<file path="src/rtl/mdrs_pkg.sv">
// Shared constants, types and helpers of the delimiter record splitter.
`timescale 1ns / 1ps
`default_nettype none

package mdrs_pkg;

    // Longest delimiter in bytes, and width of the saturating record counter
    localparam int MAX_DELIM  = 8;
    localparam int COUNT_BITS = 25;

    // Small counts (held bytes, window length, bytes per entry) run up to MAX_DELIM + 1
    localparam int CNT_W = $clog2(MAX_DELIM + 2);
    // Index of a byte inside one queue entry
    localparam int IDX_W = (MAX_DELIM > 1) ? $clog2(MAX_DELIM) : 1;

    // Queue between front and back
    localparam int FIFO_DEPTH = 4;
    localparam int FIFO_PTR_W = $clog2(FIFO_DEPTH);

    // Register port
    localparam int ADDR_W    = 5;
    localparam int DATA_W    = 64;
    localparam int LEN_REG_W = 4;
    localparam int MAXLEN_W  = 24;
    localparam int CMP_W     = (COUNT_BITS > MAXLEN_W) ? COUNT_BITS : MAXLEN_W;

    // Delimiter bytes held in the 64-bit register
    localparam int DELIM_REG_BYTES = 8;
    localparam int DELIM_SRC = (MAX_DELIM < DELIM_REG_BYTES) ? MAX_DELIM : DELIM_REG_BYTES;

    typedef enum logic [1:0] {
        REG_DELIM_LEN   = 2'd0,
        REG_DELIM_BYTES = 2'd1,
        REG_MAX_LEN     = 2'd2
    } reg_idx_t;

    // Configuration as seen by the datapath
    typedef struct packed {
        logic [CNT_W-1:0]              delim_len;
        logic [MAX_DELIM-1:0][7:0]     delim;
        logic [MAXLEN_W-1:0]           max_len;
    } cfg_t;

    // One queue entry: a run of results caused by one input word
    typedef struct packed {
        logic [MAX_DELIM-1:0][7:0]     bytes;
        logic [CNT_W-1:0]              count;
        logic                          last_at_end;
        logic                          marker;
        logic                          close;
    } entry_t;

    // Clamp the delimiter length into 1..MAX_DELIM
    function automatic logic [CNT_W-1:0] eff_len(input logic [LEN_REG_W-1:0] d);
        logic [CNT_W-1:0] r;
        if (d == '0)
        begin
            r = CNT_W'(1);
        end
        else if (int'(d) > MAX_DELIM)
        begin
            r = CNT_W'(MAX_DELIM);
        end
        else
        begin
            r = CNT_W'(d);
        end
        return r;
    endfunction

endpackage

`default_nettype wire

</file>
<file path="src/rtl/mdrs_cfg.sv">
// APB register bank of the delimiter record splitter.
`timescale 1ns / 1ps
`default_nettype none

module mdrs_cfg
    import mdrs_pkg::*;
(
    input  logic              clk,
    input  logic              rst_n,
    input  logic              psel,
    input  logic              penable,
    input  logic              pwrite,
    input  logic [ADDR_W-1:0] paddr,
    input  logic [DATA_W-1:0] pwdata,
    output logic [DATA_W-1:0] prdata,
    output logic              pready,
    output cfg_t              cfg
);

    logic [LEN_REG_W-1:0] delim_len_reg;
    logic [DATA_W-1:0]    delim_bytes_reg;
    logic [MAXLEN_W-1:0]  max_len_reg;
    reg_idx_t             reg_idx;
    logic                 wr_en;

    assign pready  = 1'b1;
    assign reg_idx = reg_idx_t'(paddr[ADDR_W-1:3]);
    assign wr_en   = psel && penable && pwrite && pready;

    always_ff @(posedge clk or negedge rst_n)
    begin
        if (!rst_n)
        begin
            delim_len_reg   <= LEN_REG_W'(1);
            delim_bytes_reg <= DATA_W'(10);
            max_len_reg     <= MAXLEN_W'(1000000);
        end
        else if (wr_en)
        begin
            unique case (reg_idx)
                REG_DELIM_LEN:   delim_len_reg   <= pwdata[LEN_REG_W-1:0];
                REG_DELIM_BYTES: delim_bytes_reg <= pwdata;
                REG_MAX_LEN:     max_len_reg     <= pwdata[MAXLEN_W-1:0];
                default:         ;
            endcase
        end
    end

    always_comb
    begin
        unique case (reg_idx)
            REG_DELIM_LEN:   prdata = DATA_W'(delim_len_reg);
            REG_DELIM_BYTES: prdata = delim_bytes_reg;
            REG_MAX_LEN:     prdata = DATA_W'(max_len_reg);
            default:         prdata = '0;
        endcase
    end

    // Bytes past the register width compare as zero
    always_comb
    begin
        cfg.delim = '0;
        for (int i = 0; i < DELIM_SRC; i++)
        begin
            cfg.delim[i] = delim_bytes_reg[8*i +: 8];
        end
        cfg.delim_len = eff_len(delim_len_reg);
        cfg.max_len   = max_len_reg;
    end

endmodule

`default_nettype wire

</file>
<file path="src/rtl/mdrs_front.sv">
// Front end: accepts input words, matches the delimiter window and queues results.
`timescale 1ns / 1ps
`default_nettype none

module mdrs_front
    import mdrs_pkg::*;
(
    input  logic       clk,
    input  logic       rst_n,
    input  cfg_t       cfg,
    input  logic       item_valid,
    output logic       item_ready,
    input  logic       op,
    input  logic [7:0] data_byte,
    input  logic       q_full,
    output logic       push,
    output entry_t     push_entry
);

    logic [MAX_DELIM-1:0][7:0] held_reg, held_next;
    logic [CNT_W-1:0]          held_cnt_reg, held_cnt_next;
    logic                      done_reg, done_next;

    logic [MAX_DELIM:0][7:0]   win;
    logic [MAX_DELIM-1:0][7:0] shifted;
    logic [MAX_DELIM-1:0]      match_vec;
    logic [CNT_W-1:0]          dl, wl, p;
    logic                      match, accept;

    function automatic logic [7:0] pick_w(input logic [MAX_DELIM:0][7:0] w,
                                          input logic [CNT_W-1:0] idx);
        logic [7:0] r;
        r = '0;
        for (int j = 0; j <= MAX_DELIM; j++)
        begin
            if (idx == CNT_W'(j))
            begin
                r = w[j];
            end
        end
        return r;
    endfunction

    assign item_ready = !q_full;
    assign accept     = item_valid && item_ready;

    // Window: held bytes followed by the new byte
    always_comb
    begin
        for (int i = 0; i < MAX_DELIM; i++)
        begin
            win[i] = (CNT_W'(i) < held_cnt_reg) ? held_reg[i] : data_byte;
        end
        win[MAX_DELIM] = data_byte;

        dl = cfg.delim_len;
        wl = held_cnt_reg + CNT_W'(1);
        p  = wl - dl;

        for (int i = 0; i < MAX_DELIM; i++)
        begin
            match_vec[i] = (CNT_W'(i) >= dl) ||
                           (pick_w(win, p + CNT_W'(i)) == cfg.delim[i]);
            shifted[i]   = pick_w(win, p + CNT_W'(i));
        end
        match = (wl >= dl) && (&match_vec);
    end

    always_comb
    begin
        held_next              = held_reg;
        held_cnt_next          = held_cnt_reg;
        done_next              = done_reg;
        push                   = 1'b0;
        push_entry.bytes       = held_reg;
        push_entry.count       = p;
        push_entry.last_at_end = 1'b0;
        push_entry.marker      = 1'b0;
        push_entry.close       = 1'b0;

        if (accept && !done_reg)
        begin
            priority if (op)
            begin
                // End of input: flush what is held, then stop
                push                   = (held_cnt_reg != '0);
                push_entry.count       = held_cnt_reg;
                push_entry.last_at_end = 1'b1;
                push_entry.close       = 1'b1;
                held_cnt_next          = '0;
                done_next              = 1'b1;
            end
            else if (match)
            begin
                push             = 1'b1;
                push_entry.close = 1'b1;
                if (p == '0)
                begin
                    push_entry.marker = 1'b1;
                    push_entry.count  = CNT_W'(1);
                end
                else
                begin
                    push_entry.last_at_end = 1'b1;
                end
                held_cnt_next = '0;
            end
            else if (wl > dl)
            begin
                push          = 1'b1;
                held_next     = shifted;
                held_cnt_next = dl;
            end
            else
            begin
                held_next     = win[MAX_DELIM-1:0];
                held_cnt_next = wl;
            end
        end
    end

    always_ff @(posedge clk or negedge rst_n)
    begin
        if (!rst_n)
        begin
            held_cnt_reg <= '0;
            done_reg     <= 1'b0;
        end
        else
        begin
            held_cnt_reg <= held_cnt_next;
            done_reg     <= done_next;
        end
    end

    always_ff @(posedge clk)
    begin
        held_reg <= held_next;
    end

    a_held_bound: assert property (@(posedge clk) disable iff (!rst_n)
        held_cnt_reg <= CNT_W'(MAX_DELIM))
        else $error("held byte count beyond window");

    a_done_sticky: assert property (@(posedge clk) disable iff (!rst_n)
        done_reg |=> done_reg)
        else $error("done flag cleared");

    a_quiet_after_done: assert property (@(posedge clk) disable iff (!rst_n)
        done_reg |-> !push)
        else $error("result queued after end of input");

endmodule

`default_nettype wire

</file>
<file path="src/rtl/mdrs_fifo.sv">
// Short queue of result runs between front and back.
`timescale 1ns / 1ps
`default_nettype none

module mdrs_fifo
    import mdrs_pkg::*;
(
    input  logic   clk,
    input  logic   rst_n,
    input  logic   push,
    input  entry_t push_entry,
    output logic   full,
    input  logic   pop,
    output logic   q_valid,
    output entry_t head
);

    entry_t                mem_reg [FIFO_DEPTH];
    logic [FIFO_PTR_W-1:0] wr_ptr_reg, wr_ptr_next;
    logic [FIFO_PTR_W-1:0] rd_ptr_reg, rd_ptr_next;
    logic [FIFO_PTR_W:0]   count_reg, count_next;
    logic                  do_push, do_pop;

    assign full    = (count_reg == (FIFO_PTR_W+1)'(FIFO_DEPTH));
    assign q_valid = (count_reg != '0);
    assign head    = mem_reg[rd_ptr_reg];
    assign do_push = push && !full;
    assign do_pop  = pop && q_valid;

    always_comb
    begin
        wr_ptr_next = do_push ? wr_ptr_reg + FIFO_PTR_W'(1) : wr_ptr_reg;
        rd_ptr_next = do_pop  ? rd_ptr_reg + FIFO_PTR_W'(1) : rd_ptr_reg;
        count_next  = count_reg + (FIFO_PTR_W+1)'(do_push) - (FIFO_PTR_W+1)'(do_pop);
    end

    always_ff @(posedge clk or negedge rst_n)
    begin
        if (!rst_n)
        begin
            wr_ptr_reg <= '0;
            rd_ptr_reg <= '0;
            count_reg  <= '0;
        end
        else
        begin
            wr_ptr_reg <= wr_ptr_next;
            rd_ptr_reg <= rd_ptr_next;
            count_reg  <= count_next;
        end
    end

    always_ff @(posedge clk)
    begin
        if (do_push)
        begin
            mem_reg[wr_ptr_reg] <= push_entry;
        end
    end

    a_fill_bound: assert property (@(posedge clk) disable iff (!rst_n)
        push |-> !full)
        else $error("push into a full queue");

endmodule

`default_nettype wire

</file>
<file path="src/rtl/mdrs_back.sv">
// Back end: unrolls queued runs, one word per unstalled cycle; counts record length.
`timescale 1ns / 1ps
`default_nettype none

module mdrs_back
    import mdrs_pkg::*;
(
    input  logic       clk,
    input  logic       rst_n,
    input  cfg_t       cfg,
    input  logic       q_valid,
    input  entry_t     head,
    output logic       pop,
    output logic       rec_valid,
    input  logic       rec_ready,
    output logic [7:0] out_byte,
    output logic       byte_valid,
    output logic       last,
    output logic       overflow
);

    logic [COUNT_BITS-1:0] rc_reg, rc_next, rc_inc;
    logic [IDX_W-1:0]      idx_reg, idx_next;
    logic                  valid_reg, valid_next;
    logic [7:0]            byte_reg, byte_next;
    logic                  bv_reg, bv_next;
    logic                  last_reg, last_next;
    logic                  ovf_reg, ovf_next;
    logic                  load, fire, is_final;
    logic [CMP_W-1:0]      max_ext;

    assign load     = !valid_reg || rec_ready;
    assign fire     = load && q_valid;
    assign is_final = (CNT_W'(idx_reg) + CNT_W'(1)) == head.count;
    assign pop      = fire && is_final;
    assign max_ext  = CMP_W'(cfg.max_len);
    assign rc_inc   = (&rc_reg) ? rc_reg : rc_reg + COUNT_BITS'(1);

    always_comb
    begin
        rc_next    = rc_reg;
        idx_next   = idx_reg;
        valid_next = load ? q_valid : valid_reg;
        byte_next  = byte_reg;
        bv_next    = bv_reg;
        last_next  = last_reg;
        ovf_next   = ovf_reg;

        if (fire)
        begin
            idx_next = is_final ? '0 : idx_reg + IDX_W'(1);
            if (head.marker)
            begin
                byte_next = '0;
                bv_next   = 1'b0;
                last_next = 1'b1;
                ovf_next  = CMP_W'(rc_reg) > max_ext;
                rc_next   = '0;
            end
            else
            begin
                byte_next = head.bytes[idx_reg];
                bv_next   = 1'b1;
                last_next = head.last_at_end && is_final;
                ovf_next  = CMP_W'(rc_inc) > max_ext;
                rc_next   = (head.close && is_final) ? '0 : rc_inc;
            end
        end
    end

    always_ff @(posedge clk or negedge rst_n)
    begin
        if (!rst_n)
        begin
            rc_reg    <= '0;
            idx_reg   <= '0;
            valid_reg <= 1'b0;
        end
        else
        begin
            rc_reg    <= rc_next;
            idx_reg   <= idx_next;
            valid_reg <= valid_next;
        end
    end

    always_ff @(posedge clk)
    begin
        byte_reg <= byte_next;
        bv_reg   <= bv_next;
        last_reg <= last_next;
        ovf_reg  <= ovf_next;
    end

    assign rec_valid  = valid_reg;
    assign out_byte   = byte_reg;
    assign byte_valid = bv_reg;
    assign last       = last_reg;
    assign overflow   = ovf_reg;

    a_close_clears: assert property (@(posedge clk) disable iff (!rst_n)
        (fire && is_final && head.close) |=> (rc_reg == '0) && last_reg)
        else $error("record counter not cleared at end of record");

endmodule

`default_nettype wire

</file>
<file path="src/rtl/multibyte_delimiter_record_splitter.sv">
// Top level of the multibyte delimiter record splitter.
`timescale 1ns / 1ps
`default_nettype none

// Splits a byte stream into records at each occurrence of a 1 to 8 byte
// delimiter (non-overlapping, delimiter removed). Each input word is either a
// data byte (op = 0) or end of input (op = 1). Output words carry one payload
// byte with byte_valid set, or an empty-record marker with byte_valid clear;
// last marks the end of a record and overflow flags bytes beyond
// max_record_len. Payload is delayed by the delimiter length: up to
// delim_len bytes stay held in case they turn out to be the delimiter, and
// end of input flushes them as a final record, after which every further
// word is taken and dropped. Throughput is one word per cycle on each side
// while rec_ready is held: the front end matches the whole delimiter window
// in parallel, combinationally, and the back end delivers one result word per
// cycle. An input word that releases several bytes at once (end of input, or
// a shortened delimiter) keeps the back end busy byte by byte; the four-entry
// queue between the two halves absorbs that, and the input stalls only once
// the queue is full. Registers sit at byte addresses 0 (delim_len),
// 8 (delim_bytes) and 16 (max_record_len); write them only while idle.

module multibyte_delimiter_record_splitter
    import mdrs_pkg::*;
(
    input  logic              clk,
    input  logic              rst_n,

    // Register port
    input  logic              psel,
    input  logic              penable,
    input  logic              pwrite,
    input  logic [ADDR_W-1:0] paddr,
    input  logic [DATA_W-1:0] pwdata,
    output logic [DATA_W-1:0] prdata,
    output logic              pready,

    // Input words
    input  logic              item_valid,
    output logic              item_ready,
    input  logic              op,
    input  logic [7:0]        data_byte,

    // Result words
    output logic              rec_valid,
    input  logic              rec_ready,
    output logic [7:0]        out_byte,
    output logic              byte_valid,
    output logic              last,
    output logic              overflow
);

    cfg_t   cfg;
    entry_t push_entry;
    entry_t head;
    logic   push;
    logic   q_full;
    logic   q_valid;
    logic   pop;

    // Hold configuration; clamp delimiter length for the datapath
    mdrs_cfg u_cfg (
        .clk     (clk),
        .rst_n   (rst_n),
        .psel    (psel),
        .penable (penable),
        .pwrite  (pwrite),
        .paddr   (paddr),
        .pwdata  (pwdata),
        .prdata  (prdata),
        .pready  (pready),
        .cfg     (cfg)
    );

    // Match the window and decide which held bytes leave with each word
    mdrs_front u_front (
        .clk        (clk),
        .rst_n      (rst_n),
        .cfg        (cfg),
        .item_valid (item_valid),
        .item_ready (item_ready),
        .op         (op),
        .data_byte  (data_byte),
        .q_full     (q_full),
        .push       (push),
        .push_entry (push_entry)
    );

    // Decouple matching from delivery
    mdrs_fifo u_fifo (
        .clk        (clk),
        .rst_n      (rst_n),
        .push       (push),
        .push_entry (push_entry),
        .full       (q_full),
        .pop        (pop),
        .q_valid    (q_valid),
        .head       (head)
    );

    // Deliver one word per cycle through the output register while rec_ready allows
    mdrs_back u_back (
        .clk        (clk),
        .rst_n      (rst_n),
        .cfg        (cfg),
        .q_valid    (q_valid),
        .head       (head),
        .pop        (pop),
        .rec_valid  (rec_valid),
        .rec_ready  (rec_ready),
        .out_byte   (out_byte),
        .byte_valid (byte_valid),
        .last       (last),
        .overflow   (overflow)
    );

endmodule

`default_nettype wire
</file>
<file path="config.mk">
export PLATFORM = sky130hd
export DESIGN_NAME = multibyte_delimiter_record_splitter
export DESIGN_NICKNAME = d
export VERILOG_FILES = /design/src/rtl/mdrs_pkg.sv /design/src/rtl/mdrs_cfg.sv /design/src/rtl/mdrs_front.sv /design/src/rtl/mdrs_fifo.sv /design/src/rtl/mdrs_back.sv /design/src/rtl/multibyte_delimiter_record_splitter.sv
export SDC_FILE = /design/constraint.sdc
export NUM_CORES = 1
export LEC_CHECK = 0
export BUFFER_PORTS_ARGS = -buffer_cell sky130_fd_sc_hd__buf_4
export CORE_MARGIN = 4
export CORE_UTILIZATION = 40
export CTS_CLUSTER_SIZE = 14
export DETAILED_ROUTE_END_ITERATION = 7
export SLEW_MARGIN = 20
export SYNTH_ARGS = -nofsm -noshare
export SYNTH_HDL_FRONTEND = slang
export SYNTH_SLANG_ARGS = --single-unit
</file>
<file path="constraint.sdc">
create_clock -name clk -period 13.3 [get_ports clk]
set_input_delay 2.66 -clock clk [delete_from_list [all_inputs] [get_ports clk]]
set_output_delay 2.66 -clock clk [all_outputs]
set_load 0.02 [all_outputs]
</file>
== After elaboration in Yosys (flattened, before gate mapping) ==
Memory sizes are Yosys's and may differ from the RTL's.
Cells that the tools add are included.
Operators by class
  reductions and logical operators: 42
  equality and inequality tests: 76
  add/sub/neg operators: 16
  muxes and demuxes: 109
  magnitude comparators: 22
  bitwise operators: 2
Operators by type and width (count)
  8-bit 2-to-1 mux: 81
  64-bit one-hot mux with 3 select lines: 1
  4-bit by 3-bit equality test with 1-bit output (second input constant): 32
  25-bit 2-to-1 mux: 3
  4-bit by 2-bit equality test with 1-bit output (second input constant): 16
  8-bit equality test: 8
  64-bit 2-to-1 mux: 1
  25-bit by 24-bit > comparator with 1-bit output: 2
  4-bit logical NOT: 9
  4-bit by 1-bit equality test with 1-bit output (second input constant): 8
  4-bit equality test (second input constant): 8
  25-bit by 1-bit adder with 25-bit output (second input constant): 1
  25-bit AND reduction: 1
  8-bit binary-select mux with 3-bit select: 1
  4-bit 2-to-1 mux: 6
  4-bit by 3-bit adder with 4-bit output (second input constant): 4
  3-bit by 4-bit >= comparator with 1-bit output (first input constant): 4
  3-bit by 4-bit < comparator with 1-bit output (first input constant): 4
  7-bit 2-to-1 mux: 2
  1-bit 2-to-1 mux: 12
  1-bit logical AND: 11
  1-bit logical OR: 9
  4-bit by 1-bit adder with 4-bit output (second input constant): 2
  4-bit by 2-bit adder with 4-bit output (second input constant): 2
  28 further kinds: 39
Word-level totals
  output and inout bits: 78
  input port bits: 85
  register bits: 208
  word-level logic and storage cells: 291
  memories kept: 1
  memory bits (writable): 284
Memories
  u_fifo.mem_reg: words 4, bits a word 71, read ports 1, clocked after memory_dff 0, wr ports 1, RTL line mdrs_fifo.sv:18  | entry_t mem_reg [FIFO_DEPTH];

== Logic depth before layout (Yosys ltp) ==
Gate-level depths: netlist of the first run.
  word-level depth: 25
  mapped depth: 31
  depth with buffers taken out: 26

== Hierarchy ==
A second synthesis of the first run with hierarchy kept.
Unflattened totals
  cells, all modules: 2707
  area, all modules: 30035.1 sq um
By module, submodules not included
  mdrs_front: cells an instance 1578, area an instance 11140.7 sq um, seq. area each 2047.0 sq um, instances 1
  mdrs_fifo: cells an instance 412, area an instance 10771.6 sq um, seq. area each 8703.3 sq um, instances 1
  mdrs_cfg: cells an instance 290, area an instance 4155.2 sq um, seq. area each 2314.7 sq um, instances 1
  mdrs_back: cells an instance 427, area an instance 3967.6 sq um, seq. area each 1056.0 sq um, instances 1

== Least setup slack after synthesis of the first run ==
OpenSTA, ideal clock, no wires.
  kind: reg-to-reg
  start point: reg u_front.held_cnt_reg[2]
  end point: mem u_fifo.mem_reg[0][0] in the netlist's numbering, enable pin
  path slack: 3624 ps
  cell stages (with the launch flop): 26
  buffers on the path: 8
  arrival time: 9176 ps
  required time: 12799 ps
  period minus slack after synthesis: 9676 ps
  library setup time: 501 ps
  cells stage by stage: dfrtp_1 > buf_4 > buf_4 > buf_2 > buf_1 > xor2_1 > ha_1 > xor2_1 > inv_2 > buf_2 > buf_1 > clkbuf_1 > clkbuf_1 > ha_1 > a21boi_0 > xnor3_1 > nor2_1 > nand2_1 > a32oi_1 > nand4_1 > or4_1 > or4_1 > a22oi_1 > and4b_2 > o31ai_4 > nor2_1
On the way
  cells in the longest elaborated chain, start to end: 23
  elaborated cells between the ends (all ways): 197
  those cells by class: add/sub (9); order compare (10); eq/ne (72); mux (86); reduce/logical (20)
RTL lines
  start, declared: RTL line mdrs_front.sv:21  | logic [CNT_W-1:0] held_cnt_reg, held_cnt_next;
  start signal, assigned: RTL line mdrs_front.sv:131  | held_cnt_reg <= held_cnt_next;
  4-bit by 1-bit adder with 4-bit output: RTL line mdrs_front.sv:57  | wl = held_cnt_reg + CNT_W'(1);
  4-bit subtractor: RTL line mdrs_front.sv:58  | p = wl - dl;
  4-bit by 1-bit adder with 4-bit output (tied with other cells): RTL line mdrs_front.sv:63  | (pick_w(win, p + CNT_W'(i)) == cfg.delim[i]);
  4-bit logical NOT: RTL line mdrs_front.sv:36  | if (idx == CNT_W'(j))
  8-bit 2-to-1 mux (9 in series): RTL line mdrs_front.sv:36
  8-bit equality test: RTL line mdrs_front.sv:63
  1-bit logical OR: RTL line mdrs_front.sv:62  | match_vec[i] = (CNT_W'(i) >= dl) ||
  8-bit AND reduction: RTL line mdrs_front.sv:66  | match = (wl >= dl) && (&match_vec);
  1-bit logical AND: RTL line mdrs_front.sv:66
  1-bit 2-to-1 mux: RTL line mdrs_front.sv:93  | else if (match)
  1-bit 2-to-1 mux (*): RTL line mdrs_front.sv:83  | priority if (op)
  1-bit 2-to-1 mux (*): RTL line mdrs_front.sv:81  | if (accept && !done_reg)
  1-bit logical AND (*): RTL line mdrs_fifo.sv:27  | assign do_push = push && !full;
  1-bit 2-to-1 mux (*): RTL line mdrs_fifo.sv:55  | if (do_push)
  1-bit 2-to-1 mux (implied by the code) (*): RTL line mdrs_fifo.sv:57  | mem_reg[wr_ptr_reg] <= push_entry;
  end, declared: RTL line mdrs_fifo.sv:18
Every way passes the cells marked *; elsewhere a longest branch is shown, timed or not.

== Worst setup path in the final report of the first run ==
  start point: reg u_front.held_cnt_reg[1]
  end point: mem u_fifo.mem_reg[0][51] in the netlist's numbering, enable pin
The elaborated chain is that of the path after synthesis.

==> results.py, run 1 <==
metrics = {
    "sta": {
        "final_hold_viol_count": 0,
        "timing_max_transition_violations_final": 0,
        "slew-limit-headroom_pct": 16.5,
        "worst-slew-pin-transition_ps": 1240,
        "post-route-min-period_ps": 9890,
        "finalSetupViolCount": 0,
        "fin_skew_ps": 36.7,
        "totalNegativeSetupSlack_ps": 0,
        "min_period_over_period_pct": 74.3,
        "max_clock_freq_ghz": 0.101,
        "grt_setup_unrepaired": "false",
    },
    "logic_synthesis": {
        "asyncSetResetFlopFracSynth_pct": 27.0,
        "synth.top_cells.by_area": "sky130_fd_sc_hd__edfxtp_1 35%, sky130_fd_sc_hd__dfrtp_1 10%, sky130_fd_sc_hd__mux4_2 6.5%",
        "synthSimpleGateAreaFrac_pct": 12.2,
        "synthesis.area_um2": 30500,
        "synth_seq_cells": 492,
        "synth-xor-area-share_pct": 2.97,
        "synth-main-ff-cell": "sky130_fd_sc_hd__edfxtp_1",
        "synth.top_cell.area_share_pct": 35.4,
        "synth.area.mux_share_pct": 12.3,
        "post_synth_inst_count": 2845,
        "synth-edff-count": 359,
        "dominant_combinational_cell_family_by_area_after_synthesis": "compound AO/OA/AOI/OAI gates",
        "synth-warning-count": 0,
        "synth-adder-area-share_pct": 2.88,
        "synth_top_area_cell": "sky130_fd_sc_hd__edfxtp_1",
        "post_synthesis_compound_gate_area_fraction_pct": 19.4,
        "synthesized_nets": 2999,
        "seq_area_frac_synth_pct": 46.3,
        "ys_types": 102,
        "post_synth.cell_area_avg_um2": 10.7,
    },
    "cells_and_area": {
        "layout.nets": 3113,
        "layout.cells.most_common_list": "359 x sky130_fd_sc_hd__edfxtp_1, 271 x sky130_fd_sc_hd__buf_4, 237 x sky130_fd_sc_hd__nand2_1, 196 x sky130_fd_sc_hd__nor2_1, 186 x sky130_fd_sc_hd__a21oi_1",
        "mostFrequentLayoutCell": "sky130_fd_sc_hd__edfxtp_1",
        "number_of_flip_flops_in_the_largest_register": 284,
        "synthToLayoutAreaGrowth_pct": 13.9,
        "final-seq-area_um2": 14100,
        "drive_above_1_share_pct": 20.4,
        "multi_input_area_um2": 15300,
        "fillCellCount": 6931,
    },
    "clock_tree": {
        "postCtsResizedCells": 0,
        "clock_insertion_delay_at_the_later_pin_of_the_skew_report_ps": 640,
        "cts_root_buffer": "sky130_fd_sc_hd__clkbuf_16",
        "cts_tree": "done",
        "cts_max_level": 2,
        "cts_setup_buffers": 0,
        "cts_inserted_buffers": 53,
        "cts_hold_buf": 0,
        "cts_buffer_depth": 3,
        "clkSinkCount": 492,
        "clk_transition_reported_paths_ps": 60,
    },
    "detailed_routing": {
        "ant_nets": 0,
        "remaining_drc_errors": 0,
        "drt_pre_antenna_iters": 8,
        "dr.first_iter.drc_count": 3750,
        "wl_per_cell_um": 37.1,
        "route.vias.total": 27185,
        "drt-total-wl_um": 147000,
        "detail_routed_via_count_per_cell": 6.85,
    },
    "worst_setup_path": {
        "cp-start-kind": "flop",
        "worst_r2r_path_depth": 18,
        "timing.critical_path.max_delay_family": "simple AND/OR/NAND/NOR gates",
        "kind_of_end_point_of_the_critical_path": "flop",
        "worst_path_most_repeated_cell": "sky130_fd_sc_hd__ha_1",
        "regToRegStartpoint": "u_front.held_cnt_reg[1]",
        "cp.arrival_ps": 10150,
        "worst-path-buf-inv": 2,
        "cpPeakStageDelay_ps": 830,
        "timing.critical_path.slowest_stage_cell": "sky130_fd_sc_hd__o31ai_1",
        "worst_ep_required_time_ps": 13570,
        "worstSetupPathDepth": 18,
        "critPathKind": "flop to flop",
        "crit_chain": "ha_1 -> xor2_1 -> ha_1 -> xor2_4 -> inv_2 -> ha_1 -> a21boi_0 -> xnor3_1 -> nand2_1 -> o31ai_1 -> o21ai_0 -> or4_1 -> or4_1 -> a22oi_1 -> and4b_2 -> o31ai_4 -> nor2_4 -> buf_4",
        "worstPathMaxFanout": 29,
        "critical_path.startpoint": "u_front.held_cnt_reg[1]",
    },
    "outcome": {
        "status": "complete, no violations",
    },
    "grt": {
        "grt_antenna_before_repair": 4,
        "global_route.usage.total_pct": 35.5,
        "grt_first_pass_wirelength_um": 205000,
        "grt_overflow_total": 0,
        "grt_max_degree": 137,
        "via_count_of_the_first_global_routing_pass": 26053,
    },
    "placement": {
        "place_hpwl_um": 106000,
        "globalplace.congestion": 1.04,
        "io_buffer_count": 158,
    },
    "run": {
        "drv_cap": 0,
    },
    "die": {
        "dieWidth_um": 284,
        "design.portCount": 163,
        "core_area_um2": 74900,
        "die_outline_height_um": 284,
        "rows": 100,
        "initial_cell_density_of_the_core_pct": 40.7,
        "floorplan.die_area_um2": 80700,
    },
    "worst_hold_path": {
        "min_delay_path_depth": 1,
        "worstHoldStart": "u_front.done_reg",
        "hold_path_class": "flop to flop",
    },
}
[worst paths after layout]
path | slack, ps | to
min in group asynchronous | 2060 | u_back.idx_reg[2]
worst min-delay path | 460 | u_front.done_reg
worst max-delay path | 3410 | u_fifo.mem_reg[0][51]
max in group asynchronous | 9880 | u_cfg.delim_bytes_reg[52]
worst min register to register | 460 | u_front.done_reg
worst max register to register | 3410 | u_fifo.mem_reg[0][51]
[layout make-up]
class | count | share of cell area, %
Tap cell | 969 | 3.49
Timing Repair Buffer | 273 | 5.95
Clock buffer | 77 | 4.37
Sequential cell | 492 | 40.7
Antenna cell | 4 | 0.0288
Multi-Input combinational cell | 2060 | 44.2
Inverter | 79 | 0.855
Clock inverter | 17 | 0.375
[layer usage]
metal / vias up / global-route usage [%] / share of wire (%)
met5: - / 0 / 0.022
met4: 6 / 17.6 / 6.0
met3: 398 / 9.74 / 10
met2: 1754 / 50.5 / 42
met1: 13761 / 49.9 / 42
li1: 11266 / - / -
[cells by family after synthesis]
logic type,after synthesis
AO/OA/AOI/OAI,870
XOR/XNOR,92
adder cells (fa/ha/maj),69
buffers and inverters,293
flip-flops,492
multiplexers,249
other,1
AND/OR/NAND/NOR,779
[Yosys cell counts (all sizes together) (19+ instances only)]
master	count
o211ai	27
mux4	88
a21o	26
ha	67
mux2i	71
a211oi	47
inv	78
or3	19
xor2	32
nand4	28
nand2	238
a221oi	34
edfxtp	359
nor2b	19
a31oi	28
nor2	202
buf	83
o221ai	27
clkbuf	131
o21ai	190
and2	55
a22oi	20
a21oi	188
nand3	80
o31ai	19
o22ai	60
a22o	34
nand2b	19
xnor2	54
dfrtp	123
mux2	90
nor3	46
[metrics by stage]
stage               std cells  hold WS, ps  util (%)  instance area (µm²)  worst slack, ps
CTS                      3967          463      46.3                34700             3710
floorplan                2845          424         -                30500             3620
global placement         3873          451      44.1                33000             3790
global route             3967          471      46.3                34700             3280
detailed placement       3873          450      44.1                33000             3740
finish                   3971          459      46.3                34700             3410
[worst reg2reg max path, delay by kind of cell, from the launching register on]
kind | cells | cell delay [ps]
compound gates | 5 | 2150
simple gates | 5 | 2540
flops | 1 | 730
xor+xnor | 3 | 1660
buf+inv | 2 | 1040
fa+ha+maj | 3 | 1400
Power of run 1 is not shown: default switching activity piles up to over one toggle a cycle in this logic, so the estimate is an artifact.
==> run 2, diff against run 1 <==
==> constraint.sdc (replaced) <==
create_clock -name clk -period 9.25 [get_ports clk]
set_input_delay 1.85 -clock clk [delete_from_list [all_inputs] [get_ports clk]]
set_output_delay 1.85 -clock clk [all_outputs]
set_load 0.02 [all_outputs]
==> run 2 against run 1 <==
The flow now finishes with violations (design-rule violations). Non-clock buffer count rose by 93. Fmax is 23% higher. Count of clock-buffer cells in the layout shrank 14. Register-to-register slack got worse by 2200 ps. Utilization rose by 1.7 points. Die area unchanged. Critical path depth is 5 higher. Clock skew rose by 16 ps. Critical path type unchanged.
==> results.py, run 2 (synthesis results as in run 1) <==
metrics = {
    "clock_tree": {
        "clkSinkCount": 492,
        "cts_setup_buffers": 0,
        "cts_root_buffer": "sky130_fd_sc_hd__clkbuf_16",
        "clk_transition_reported_paths_ps": 60,
        "clock_insertion_delay_at_the_later_pin_of_the_skew_report_ps": 660,
        "cts_tree": "done",
        "cts_buffer_depth": 3,
        "cts_inserted_buffers": 54,
        "cts_hold_buf": 0,
        "postCtsResizedCells": 0,
        "cts_max_level": 2,
    },
    "placement": {
        "globalplace.congestion": 1.08,
        "dpl-instance-area_um2": 34200,
        "place_ws_ps": 1500,
        "io_buffer_count": 158,
        "place_hpwl_um": 112000,
    },
    "detailed_routing": {
        "drt_pre_antenna_iters": 8,
        "dr.first_iter.drc_count": 3785,
        "detail_routed_via_count_per_cell": 6.78,
        "wl_per_cell_um": 37.3,
        "ant_nets": 0,
        "remaining_drc_errors": 6,
        "drt-total-wl_um": 152000,
        "route.vias.total": 27590,
    },
    "worst_setup_path": {
        "worst_ep_required_time_ps": 9820,
        "critPathKind": "flop to flop",
        "cp-start-kind": "flop",
        "timing.critical_path.slowest_stage_cell": "sky130_fd_sc_hd__xnor2_1",
        "worstPathMaxFanout": 49,
        "cpPeakStageDelay_ps": 790,
        "crit_chain": "buf_4 -> ha_1 -> xor2_1 -> ha_1 -> xor2_4 -> buf_12 -> ha_1 -> nor2b_1 -> xnor2_1 -> xnor2_1 -> o21ai_0 -> nand2_1 -> a22oi_1 -> a221oi_1 -> a221oi_1 -> a32oi_1 -> and4b_2 -> o31ai_4 -> inv_1 -> ha_1 -> fa_1 -> xnor2_1 -> xnor2_1",
        "kind_of_end_point_of_the_critical_path": "flop",
        "cp.arrival_ps": 8610,
    },
    "sta": {
        "min_period_over_period_pct": 86.9,
        "setup_ws_ps": 1210,
        "hold_slack_ps": 487,
        "final_hold_viol_count": 0,
        "post-route-min-period_ps": 8040,
        "max_clock_freq_ghz": 0.124,
        "worst-slew-pin-transition_ps": 1230,
        "timing_max_transition_violations_final": 0,
        "finalSetupViolCount": 0,
        "grt_setup_unrepaired": "false",
        "fin_skew_ps": 53.0,
        "slew-limit-headroom_pct": 17.8,
    },
    "cells_and_area": {
        "fin_area_um2": 36000,
        "number_of_flip_flops_in_the_largest_register": 284,
        "mostFrequentLayoutCell": "sky130_fd_sc_hd__edfxtp_1",
        "layout.cells.most_common_list": "359 x sky130_fd_sc_hd__edfxtp_1, 326 x sky130_fd_sc_hd__buf_4, 237 x sky130_fd_sc_hd__nand2_1, 195 x sky130_fd_sc_hd__nor2_1",
        "fillCellCount": 6853,
        "layout.nets": 3207,
        "synthToLayoutAreaGrowth_pct": 18.2,
        "drive_above_1_share_pct": 23.1,
    },
    "die": {
        "core_area_um2": 74900,
        "initial_cell_density_of_the_core_pct": 40.7,
        "floorplan.die_area_um2": 80700,
        "dieWidth_um": 284,
        "design.portCount": 163,
        "die_outline_height_um": 284,
        "rows": 100,
    },
    "grt": {
        "grt_max_degree": 80,
        "use_met1_pct": 50.0,
        "grt_overflow_total": 0,
        "global_route.usage.total_pct": 36.5,
        "via_count_of_the_first_global_routing_pass": 26696,
        "grt_first_pass_wirelength_um": 210000,
        "globalRouteMet2Util_pct": 53.4,
        "grt_antenna_before_repair": 13,
        "grtUsageMet3_pct": 9.69,
        "busiest_layer_in_global_routing": "met2",
    },
    "worst_hold_path": {
        "hold_path_class": "flop to flop",
    },
    "outcome": {
        "status": "complete, but fails checks",
        "violations": "design-rule violations",
    },
    "run": {
        "drv_cap": 0,
    },
}
run 2: final timing paths:
check / start / endpoint / slack (ps) / depth (start not counted)
max: u_front.held_cnt_reg[0] / u_fifo.count_reg[2] / 1210 / 23
min: u_front.done_reg / u_front.done_reg / 490 / 1
max reg2reg: u_front.held_cnt_reg[0] / u_fifo.count_reg[2] / 1210 / 23
min reg2reg: u_front.done_reg / u_front.done_reg / 490 / 1
max in group asynchronous: rst_n / u_cfg.delim_bytes_reg[51] / 6690 / 2
min in group asynchronous: rst_n / u_fifo.count_reg[0] / 1230 / 1
run 2: metrics by stage:
step                      util (%)  std cells  setup TNS, ps
after global placement        45.6       3966              0
after floorplan                  -       2845        -121100
after CTS                     48.0       4066              0
final                         48.0       4071              0
after detailed placement      45.6       3966              0
after global routing          48.0       4066              0
run 2: per-layer routing:
metal	vias up	share of wire, %
met5	-	0.038
met4	8	6.1
met3	398	11
met2	1765	42
met1	13962	40
li1	11457	-
run 2: worst max-delay path, delay by kind of cell, from the launching register on:
kind | cells | cell delay (ps)
xor gates and xnor gates | 6 | 2150
AOI/OAI and AO/OA | 6 | 2070
adders and majority gates | 5 | 1920
and+or+nand+nor | 3 | 890
buffers and inverters | 3 | 590
DFF | 1 | 320
run 2: area by class of cell:
cell class	count	area, µm²	share of cell area (%)
timing repair buffer	366	3240	9.00
tap	969	1210	3.37
clock inverter	37	365	1.01
antenna	5	12.5	0.0348
multi-input combinational	2060	15300	42.6
sequential	492	14100	39.2
clock buffer	63	1420	3.93
inverter	79	297	0.824
Power of run 2 is left out for the same reason.
